### config.mk
export PLATFORM = sky130hd
export DESIGN_NAME = kpi_fifo
export DESIGN_NICKNAME = d
export VERILOG_FILES = /design/src/rtl/kpi_pkg.sv /design/src/rtl/kpi_fifo.sv
export SDC_FILE = /design/constraint.sdc
export NUM_CORES = 1
export LEC_CHECK = 0
export CAP_MARGIN = 30
export CORE_ASPECT_RATIO = 1.4
export CORE_UTILIZATION = 40
export CTS_BUF_LIST = sky130_fd_sc_hd__clkbuf_8
export CTS_CLUSTER_DIAMETER = 40
export DETAILED_ROUTE_END_ITERATION = 7
export DONT_BUFFER_PORTS = 1
export PLACE_DENSITY = 0.61
export SYNTH_ARGS = -nofsm -noshare
export SYNTH_HDL_FRONTEND = slang
export SYNTH_SLANG_ARGS = --single-unit
export TNS_END_PERCENT = 5
### constraint.sdc
create_clock -name clk -period 17.9 [get_ports clk]
set_input_delay 1.79 -clock clk [delete_from_list [all_inputs] [get_ports clk]]
set_output_delay 1.79 -clock clk [all_outputs]
set_load 0.01 [all_outputs]
### src/rtl/kpi_pkg.sv
// Shared types and constants for the keyframe path interpolator.
// No dependencies.
package kpi_pkg;

	localparam int MAX_POINTS = 64;
	localparam int IDX_W      = $clog2(MAX_POINTS);
	localparam int CNT_W      = 7;
	localparam int COORD_W    = 32;
	localparam int TIME_W     = 32;
	localparam int OFF_W      = TIME_W + 1;
	localparam int SEG_W      = CNT_W;
	localparam int FRAC_W     = 16;
	localparam int PROD_W     = TIME_W + SEG_W;
	localparam int DIV_W      = PROD_W + FRAC_W;
	localparam int DCNT_W     = $clog2(DIV_W + 1);
	localparam int QDEPTH     = 2;
	localparam int QPTR_W     = $clog2(QDEPTH);
	localparam int POINT_W    = 3 * COORD_W;

	typedef enum logic [1:0] {
		CFG_START_TIME  = 2'd0,
		CFG_END_TIME    = 2'd1,
		CFG_CYCLIC_MODE = 2'd2,
		CFG_POINT_COUNT = 2'd3
	} cfg_index_t;

	typedef enum logic {
		OP_LOAD  = 1'b0,
		OP_QUERY = 1'b1
	} op_t;

	typedef enum logic [1:0] {
		K_LOAD,
		K_EMPTY,
		K_QUERY
	} item_kind_t;

	typedef struct packed {
		logic signed [TIME_W-1:0] start_time;
		logic signed [TIME_W-1:0] end_time;
		logic                     cyclic_mode;
		logic [CNT_W-1:0]         point_count;
	} cfg_t;

	typedef struct packed {
		item_kind_t              kind;
		logic [IDX_W-1:0]        idx;
		logic [POINT_W-1:0]      point;
		logic signed [OFF_W-1:0] offset;
	} entry_t;

	typedef struct packed {
		logic   push;
		entry_t ent;
	} push_t;

	typedef struct packed {
		logic   valid;
		entry_t ent;
	} head_t;

	typedef enum logic [3:0] {
		S_IDLE,
		S_DISPATCH,
		S_REM,
		S_CHECK,
		S_MUL,
		S_DIV,
		S_RD_B,
		S_RD_A,
		S_RD_W,
		S_LERP,
		S_SUM,
		S_OUT
	} back_state_t;

	// Clamp the configured count to the table size
	function automatic logic [CNT_W-1:0] clamp_count(input logic [CNT_W-1:0] c);
		logic [CNT_W-1:0] lim;
		lim = CNT_W'(MAX_POINTS);
		return (c > lim) ? lim : c;
	endfunction

endpackage

### src/rtl/kpi_fifo.sv
// Two-entry queue between the front end and the back end.
// Depends on kpi_pkg.
module kpi_fifo import kpi_pkg::*; (
	input  logic  clk,
	input  logic  arst_n,
	input  push_t push,
	input  logic  pop,
	output logic  full,
	output head_t head
);
	entry_t            mem_q [QDEPTH];
	logic [QPTR_W-1:0] wptr_q, rptr_q;
	logic [QPTR_W:0]   cnt_q;
	logic              do_push, do_pop;

	assign full    = (cnt_q == (QPTR_W+1)'(QDEPTH));
	assign do_push = push.push && !full;
	assign do_pop  = pop && (cnt_q != '0);
	assign head.valid = (cnt_q != '0);
	assign head.ent   = mem_q[rptr_q];

	// advance pointers and count
	always_ff @(posedge clk or negedge arst_n) begin
		if (!arst_n) begin
			wptr_q <= '0;
			rptr_q <= '0;
			cnt_q  <= '0;
		end else begin
			if (do_push) wptr_q <= wptr_q + 1'b1;
			if (do_pop)  rptr_q <= rptr_q + 1'b1;
			cnt_q <= cnt_q + (QPTR_W+1)'(do_push) - (QPTR_W+1)'(do_pop);
		end
	end

	// hold entries
	always_ff @(posedge clk) begin
		if (do_push) mem_q[wptr_q] <= push.ent;
	end
endmodule

==> summary.txt <==
Run status
  – Status: finished, final reports clean

Timing
  – Max_slew headroom: between 40 and 50%
  – Final Hold Fails: 0
  – Worst slew pin tran: 857 ps
  – Fin crit period: approximately 4600 ps
  – Final setup violating endpoints: 0
  – Final Skew: approximately 14 ps
  – Hold_ws: 507 ps
  – Max Slew Vio Count: 0
  – Period utilization: 25.6%
  – Highest clock rate: around 220 MHz
  – Final WS setup: 13320 ps
  – RSZ-0062 raised after global routing: false
  – Final TNS setup: 0 ps

Final layout
  – # fillers: about 2100
  – Fin cells: ~830
  – Layout cells sized above 1: about 41%
  – # nets final: ~620
  – P&R area growth vs syn: 12.3%
  – N_diodes: 0

Global route
  – Routing usage on met1: a little under an eighth
  – First-pass GRT wire length: approximately 25000 um
  – GRT overflow: 0
  – GRT busiest layer: met2
  – M3 GR Usage: between 6 and 7%
  – Global Route Usage Sum: between 10% and 20%
  – Initial antenna violation count: 0
  – Grt met2 use: around a quarter
  – Largest net degree at the start of global routing: slightly above 70
  – Vias in the first global route: approximately 4500

Yosys
  – #FFs+latches synth: 278
  – Post-Syn Nets: 587
  – Yosys warns: 0
  – Post-synth cell types: 15
  – Post-synthesis average cell area: 22.8 um2
  – Sequential-to-total area share from yosys stat: between 80% and 90%
  – Cells after Synth: 444
  – Post-synth design cell area: 0.0101 mm2

Worst setup path
  – Crit Path Category: reg2out
  – CP required: 16110 ps
  – Worst setup EP type: output port
  – Crit path max fanout: 53
  – Worst path arrival time: approximately 2800 ps
  – Critical path launch point type: flip-flop

Clock network
  – Post-CTS Setup Bufs: 0
  – CTS HTree Levels: 2
  – CTS tree: yes
  – Clk buf depth: 3
  – Post-cts resize count: 0
  – Clk root buf: clkbuf_8
  – Hold-fix buffers at CTS: 0
  – Total CTS buffers: between 40 and 50
  – Reg clk slew, reported paths: 60 ps
  – Clk_lat worst skew: between 500 and 600 ps
  – Sinks on Clock Net: between 200 and 300

Placed design
  – RD Place Congestion: around 0.73
  – Post-Place Cells: 749
  – HPWL after detailed placement: 11700 um
  – Pre-CTS WS: about 14000 ps
  – Buffers on Ports: 0

Die
  – I/O pin total: 280
  – Area of the die: approximately 0.026 mm2
  – Core ar.: about 0.025 mm2
  – Die Ht: 190 um
  – Initial core utilization: 40.9%
  – # rows: 68
  – Die width: 137 um

Route
  – Drc violations: 0
  – Via count: 4145
  – Total Wirelength: 17800 um
  – Routed len/inst: 21.5 um
  – Drt pass-1 iters: 4
  – Initial DRC count: about 160
  – Via density per instance: roughly 5
  – Antenna Violating Nets Remaining: 0

Power and ir drop
  – Worst vdd ir: 0.0923 mV
  – P_leak: around 3.7 nW
  – Tot Pwr: 1.93 mW
  – Pwr dens: roughly 170 mW/mm2

Worst hold path
  – Worst hold path type: reg2reg

Flow run
  – Max Cap Viol: 0
## metal layers
layer,up-vias,part of all wire [%]
met5,-,0
met4,0,3.8
met3,47,12
met2,208,55
met1,2045,29
li1,1845,-
## cells by family after synthesis
family / Yosys count / synth area share (%)
xor gates and xnor gates: 4 / 0.346
adders and majority gates: 2 / 0.247
buffers and inverters: 17 / 1.68
DFF: 278 / 82.2
muxes: 137 / 15.2
and+or+nand+nor: 6 / 0.346
## cells in the mapped netlist (all sizes together)
master,n,area (um2)
or2,1,6.26
nor2,1,3.75
nand2,1,3.75
xnor2,3,26.3
inv,2,7.51
and3,1,6.26
mux2,137,1540
dfrtp,4,100
buf,15,163
ha,2,25.0
edfxtp,274,8230
nand2b,1,6.26
xor2,1,8.76
and2,1,8.76
## flip-flops by register name, summed over array words and instances, names as in the netlist
name,count
wptr_q,1
rptr_q,1
cnt_q,2
mem_q,274
## final cells by class
class	instances	area (um2)	share of cell area (%)
repair buffers	7	113	0.989
inverters	2	7.51	0.0659
multi-input cells	149	1650	14.5
clock inverters	31	272	2.38
clock buffers	45	619	5.44
well taps	315	394	3.46
flip-flops and latches	278	8330	73.2
## placed cells by master (no fill, tap or decap)
master | Yosys | routed
nor2_4 | 0 | 1
dfrtp_4 | 0 | 1
or2_2 | 1 | 1
clkinvlp_4 | 0 | 2
ha_1 | 2 | 2
xnor2_1 | 3 | 3
inv_6 | 0 | 1
nand2_1 | 1 | 1
nand2b_1 | 1 | 1
bufinv_16 | 0 | 5
mux2_2 | 137 | 137
and3_4 | 0 | 1
clkinv_1 | 0 | 9
dfrtp_1 | 4 | 3
buf_4 | 0 | 4
clkinv_4 | 0 | 1
edfxtp_1 | 274 | 274
inv_1 | 2 | 10
and2_4 | 1 | 1
xor2_1 | 1 | 1
clkbuf_8 | 0 | 45
clkinv_2 | 0 | 5
buf_16 | 0 | 3
## critical path, cell delays in order (launching register included)
cell,delay [ps]
dfrtp_4,860
buf_4,580
buf_16,290
mux2_2,420
## report_power, final
| group | leakage (nW) | internal (mW) | switching [mW] |
|---|---|---|---|
| registers | 2.59 | 0.891 | 0.0530 |
| logic | 0.652 | 0.181 | 0.273 |
| clock network | 0.479 | 0.307 | 0.228 |
| total | 3.72 | 1.38 | 0.554 |
## stage by stage
stage,util (%),instance area [um2]
floorplan,-,10100
global placement,42.1,10400
detailed placement,42.2,10400
CTS,45.8,11300
global route,46.0,11400
finish,46.0,11400
## final timing paths
| check | startpoint | endpoint | slack (ps) | depth (start not counted) |
|---|---|---|---|---|
| worst max-delay path | rptr_q$_DFFE_PN0P_ | head[48] | 13320 | 3 |
| worst min-delay path | cnt_q[1]$_DFF_PN0_ | cnt_q[1]$_DFF_PN0_ | 510 | 1 |
| worst max register to register | cnt_q[1]$_DFF_PN0_ | mem_q[0][59]$_DFFE_PP_ | 14860 | 5 |
| worst min register to register | cnt_q[1]$_DFF_PN0_ | cnt_q[1]$_DFF_PN0_ | 510 | 1 |
| max in group asynchronous | arst_n | rptr_q$_DFFE_PN0P_ | 16880 | 0 |
| min in group asynchronous | arst_n | cnt_q[0]$_DFF_PN0_ | 950 | 0 |
Power figures use the tool's default switching activity.
