`src/rtl/kpi_pkg.sv`:
```
// Shared types and constants for the keyframe path interpolator.
// No dependencies.
package kpi_pkg;

	localparam int MAX_POINTS = 64;
	localparam int IDX_W      = $clog2(MAX_POINTS);
	localparam int CNT_W      = 7;
	localparam int COORD_W    = 32;
	localparam int TIME_W     = 32;
	localparam int OFF_W      = TIME_W + 1;
	localparam int SEG_W      = CNT_W;
	localparam int FRAC_W     = 16;
	localparam int PROD_W     = TIME_W + SEG_W;
	localparam int DIV_W      = PROD_W + FRAC_W;
	localparam int DCNT_W     = $clog2(DIV_W + 1);
	localparam int QDEPTH     = 2;
	localparam int QPTR_W     = $clog2(QDEPTH);
	localparam int POINT_W    = 3 * COORD_W;

	typedef enum logic [1:0] {
		CFG_START_TIME  = 2'd0,
		CFG_END_TIME    = 2'd1,
		CFG_CYCLIC_MODE = 2'd2,
		CFG_POINT_COUNT = 2'd3
	} cfg_index_t;

	typedef enum logic {
		OP_LOAD  = 1'b0,
		OP_QUERY = 1'b1
	} op_t;

	typedef enum logic [1:0] {
		K_LOAD,
		K_EMPTY,
		K_QUERY
	} item_kind_t;

	typedef struct packed {
		logic signed [TIME_W-1:0] start_time;
		logic signed [TIME_W-1:0] end_time;
		logic                     cyclic_mode;
		logic [CNT_W-1:0]         point_count;
	} cfg_t;

	typedef struct packed {
		item_kind_t              kind;
		logic [IDX_W-1:0]        idx;
		logic [POINT_W-1:0]      point;
		logic signed [OFF_W-1:0] offset;
	} entry_t;

	typedef struct packed {
		logic   push;
		entry_t ent;
	} push_t;

	typedef struct packed {
		logic   valid;
		entry_t ent;
	} head_t;

	typedef enum logic [3:0] {
		S_IDLE,
		S_DISPATCH,
		S_REM,
		S_CHECK,
		S_MUL,
		S_DIV,
		S_RD_B,
		S_RD_A,
		S_RD_W,
		S_LERP,
		S_SUM,
		S_OUT
	} back_state_t;

	// Clamp the configured count to the table size
	function automatic logic [CNT_W-1:0] clamp_count(input logic [CNT_W-1:0] c);
		logic [CNT_W-1:0] lim;
		lim = CNT_W'(MAX_POINTS);
		return (c > lim) ? lim : c;
	endfunction

endpackage

```
`src/rtl/kpi_if.sv`:
```
// Handshake channels of the keyframe path interpolator.
// Depends on kpi_pkg.
interface kpi_in_if import kpi_pkg::*; ();
	logic                       valid;
	logic                       ready;
	logic                       op;
	logic [5:0]                 point_index;
	logic signed [COORD_W-1:0]  load_x;
	logic signed [COORD_W-1:0]  load_y;
	logic signed [COORD_W-1:0]  load_z;
	logic signed [TIME_W-1:0]   query_time;
	modport source (output valid, op, point_index, load_x, load_y, load_z, query_time,
		input ready);
	modport sink (input valid, op, point_index, load_x, load_y, load_z, query_time,
		output ready);
endinterface


```
`src/rtl/kpi_front.sv`:
```
// Front end: accepts items, classifies them and computes the time offset.
// Depends on kpi_pkg and kpi_if.
module kpi_front import kpi_pkg::*; (
	kpi_in_if.sink in_ch,
	input  cfg_t   cfg,
	input  logic   q_full,
	output push_t  push
);
	logic [CNT_W-1:0] n;

	assign n = clamp_count(cfg.point_count);
	assign in_ch.ready = !q_full;

	// classify the request and build the queue entry
	always_comb begin
		push.push      = in_ch.valid && !q_full;
		push.ent.idx   = in_ch.point_index[IDX_W-1:0];
		push.ent.point = {in_ch.load_x, in_ch.load_y, in_ch.load_z};
		push.ent.offset = OFF_W'($signed(in_ch.query_time)) - OFF_W'($signed(cfg.start_time));
		if (in_ch.op == OP_LOAD) begin
			push.ent.kind = K_LOAD;
		end else if (n == '0) begin
			push.ent.kind = K_EMPTY;
		end else begin
			push.ent.kind = K_QUERY;
		end
	end
endmodule

```
`src/flat_wrapper.sv`:
```
// flat-port wrapper written by rule: the top's interface ports become plain ports
module kpi_front_flat import kpi_pkg::*;
  (cfg, q_full, push, in_ch_valid, in_ch_op, in_ch_point_index, in_ch_load_x, in_ch_load_y, in_ch_load_z, in_ch_query_time, in_ch_ready);
  kpi_in_if in_ch_i ();
  input  cfg_t cfg;
  input  logic q_full;
  output push_t push;
  input wire logic [$bits(in_ch_i.valid)-1:0] in_ch_valid;
  input wire logic [$bits(in_ch_i.op)-1:0] in_ch_op;
  input wire logic [$bits(in_ch_i.point_index)-1:0] in_ch_point_index;
  input wire logic [$bits(in_ch_i.load_x)-1:0] in_ch_load_x;
  input wire logic [$bits(in_ch_i.load_y)-1:0] in_ch_load_y;
  input wire logic [$bits(in_ch_i.load_z)-1:0] in_ch_load_z;
  input wire logic [$bits(in_ch_i.query_time)-1:0] in_ch_query_time;
  output wire logic [$bits(in_ch_i.ready)-1:0] in_ch_ready;
  assign in_ch_i.valid = in_ch_valid;
  assign in_ch_i.op = in_ch_op;
  assign in_ch_i.point_index = in_ch_point_index;
  assign in_ch_i.load_x = in_ch_load_x;
  assign in_ch_i.load_y = in_ch_load_y;
  assign in_ch_i.load_z = in_ch_load_z;
  assign in_ch_i.query_time = in_ch_query_time;
  assign in_ch_ready = in_ch_i.ready;
  kpi_front u_core (.in_ch(in_ch_i), .cfg(cfg), .q_full(q_full), .push(push));
endmodule
```
`config.mk`:
```
export PLATFORM = sky130hd
export DESIGN_NAME = kpi_front_flat
export DESIGN_NICKNAME = d
export VERILOG_FILES = /design/src/rtl/kpi_pkg.sv /design/src/rtl/kpi_if.sv /design/src/rtl/kpi_front.sv /design/src/flat_wrapper.sv
export SDC_FILE = /design/constraint.sdc
export NUM_CORES = 1
export LEC_CHECK = 0
export BUFFER_PORTS_ARGS = -buffer_cell sky130_fd_sc_hd__buf_2
export CORE_AREA = 3 3 136 138
export DETAILED_ROUTE_END_ITERATION = 6
export DIE_AREA = 0 0 139 141
export PLACE_DENSITY = 0.53
export SYNTH_ARGS = -nofsm -noshare
export SYNTH_HDL_FRONTEND = slang
export SYNTH_SLANG_ARGS = --single-unit
```
`constraint.sdc`:
```
create_clock -name vclk -period 6.4
set_clock_uncertainty 0.2 [all_clocks]
set_input_delay 0.64 -clock vclk [all_inputs]
set_output_delay 0.64 -clock vclk [all_outputs]
set_load 0.005 [all_outputs]
```
==> summary.txt <==
Min path
  • Hold Startpoint: in_ch_load_x[7]
  • Hold path depth: 0
  • Sink of the worst hold path: push[104]
  • Hold WC Path Type: in -> out

Place
  • RD Place Congestion: 0.751
  • Port bufs: between 100 and 150
  • Detail Placement HPWL: 7500 µm

Floorplan
  • Die height: roughly 140 µm
  • Top Ports: 348
  • Row cnt: 48
  • Initial Utilization: around 16%
  • Die X: 139 µm
  • Core Area: roughly 0.017 mm²
  • Die area: 0.0196 mm²

Clock tree
  • Resize count post-CTS: 0
  • # hold bufs at CTS: 0
  • # Post-CTS Setup Buffers: 0

Critical path
  • CP endpoint kind: output pin
  • Worst Path Arrival: 2.97 ns
  • Worst setup SP type: input pin
  • Critical path class: in -> out
  • Critical Path Fanout Max: 4
  • Worst path required time: 5.56 ns
  • Origin of the worst setup path: in_ch_query_time[0]

Layout
  • Seq Cell Count: 0
  • Multi-input logic area: 0.00182 mm²
  • Area grow syn2layout: 0.718%
  • Ant diodes: 0
  • Clkbuf count: 0
  • Fin nets: between 600 and 700
  • Share of layout cells above drive strength 1: between 30% and 40%
  • Register Area: 0 µm²
  • Filler Cell Count: 2020

Route
  • DRT Pass-1 Iters: 4
  • DR WL/cell: ~14 µm
  • Via count: 2514
  • Final wirelength: 8420 µm
  • Drt drc: 0
  • Final ANT Viol Nets: 0
  • Via density per instance: 4.05
  • Initial DRC count: 72

GRT
  • M3 GR Usage: between 2 and 3%
  • Met2 usage: 13.2%
  • Global route hottest layer: met2
  • All-Layer GR Usage: ~7.8%
  • GRT overflow: 0
  • Vias in the first global route: about 2400
  • Grt met1 use: 8.77%
  • Initial antenna violation count: 2
  • Pin count of the biggest net entering global routing: 12
  • First-pass GRT wire length: 12600 µm

Timing
  • Relative slew slack: between 50% and 60%
  • Achievable clock frequency: ~260 MHz
  • Fin. Hold Viols: 0
  • Fin Setup TNS: 0 ns
  • Final period util: 59.5%
  • RSZ-0062 raised after global routing: false
  • Worst-Margin Slew: 0.648 ns
  • Tmin final: 3.81 ns
  • Max-slew violations: 0
  • Final Setup Violations: 0

Run
  • Max-Cap Viols: 0

Synthesis
  • Avg Inst Size Synth: around 7 µm²
  • Syn Inst Count: 397
  • Yosys warns: 0
  • Synth Cell Area: approximately 0.0028 mm²
  • Post-Syn Nets: 639
  • Seq/Total Area, Yosys: 0%
  • Yosys cell types: 48

Pwr
  • Cell Pwr Density: 102 mW/mm²
  • Total power: 0.286 mW
  • LEAKAGE: 1.46 nW
  • Worst vdd ir: ~0.000023 V

Status
  • Outcome: finished clean
## critical path, cell delays in order
cell       delay [ns]
buf_2            0.07
inv_1            0.03
ha_1             0.21
fa_1             0.41
nand2b_1         0.18
a21oi_1          0.36
o2111ai_1        0.24
nand2_1          0.15
nor2_1           0.07
o21ai_0          0.26
xor2_1           0.19
buf_2            0.15
## worst max path at each step
stage                           to  cells after the start
after floorplan           push[26]                     10
after global placement    push[28]                     12
after detailed placement  push[28]                     12
after CTS                 push[28]                     12
after global routing      push[20]                     12
final                     push[20]                     12
## where the power goes
group          internal, mW  switching [mW]  leakage, nW  total (mW)
registers                 0               0            0           0
clock network             0               0            0           0
logic                 0.131           0.155         1.46       0.286
total                 0.131           0.155         1.46       0.286
## cells in the final DEF (no fill, tap or decap), drive strengths merged, types with 3 or more instances in the layout
cell / synthesis / layout
buf: 105 / 111
inv: 41 / 41
ha: 32 / 32
a21oi: 32 / 32
nand2: 24 / 24
nor2: 18 / 18
a21o: 17 / 17
xnor2: 17 / 17
o21ai: 16 / 16
nand3: 11 / 11
xor2: 10 / 10
nand4: 7 / 7
a211oi: 7 / 7
o211ai: 7 / 7
nand2b: 6 / 6
nor3: 6 / 6
and3: 4 / 4
o21bai: 3 / 3
or3: 3 / 3
a31oi: 3 / 3
## synthesized netlist by cell type, drive strengths merged
library cell	number	area, µm²
a2111oi	1	27.5
a211oi	7	57.6
a21boi	2	15.0
a21o	17	128
a21oi	32	190
a221oi	1	8.76
a31o	1	8.76
a31oi	3	25.0
a32oi	1	8.76
a41oi	1	8.76
and3	4	25.0
and4b	1	10.0
buf	105	787
clkbuf	7	30.0
fa	1	20.0
ha	32	400
inv	41	154
mux2	1	11.3
nand2	24	90.1
nand2b	6	37.5
nand3	11	55.1
nand4	7	43.8
nor2	18	67.6
nor2b	2	12.5
nor3	6	30.0
nor3b	1	7.51
nor4	1	6.26
o2111ai	2	17.5
o211ai	7	62.6
o21a	1	7.51
o21ai	16	80.1
o21bai	3	22.5
o311a	1	10.0
o41ai	2	55.1
or2	1	6.26
or3	3	23.8
xnor2	17	149
xor2	10	87.6
## metrics by stage
stage                     utilization, %  std cells  area [µm²]  hold slack (ns)  worst slack [ns]
after floorplan                        -        397        2790             1.11              3.19
after global placement              16.2        621        2810             1.08              2.51
after detailed placement            16.2        621        2810             1.08              2.51
after CTS                           16.2        621        2810             1.08              2.50
after global routing                16.2        621        2810             1.08              2.34
final                               16.2        621        2810             1.08              2.59
## logic make-up (layout without fill, tap and decap cells)
group	after synthesis	count (layout)	share of synthesized area, %
simple gates	85	85	14.9
mux	1	1	0.404
compound gates	98	98	26.3
xor+xnor	27	27	8.48
fa+ha+maj	33	33	15.1
buf+inv	153	152	34.8
## metal layers
layer	vias up	share of wire (%)
met4	4	4.2
met5	-	0.25
met1	1102	40
met3	62	10
met2	89	45
li1	1257	-
## area by class of cell
type	count	share of cell area [%]
repair buffers	111	19.8
multi-input cells	244	64.7
well taps	225	10.0
inverters	41	5.48
Note: power is estimated with default switching activity, not from simulation.
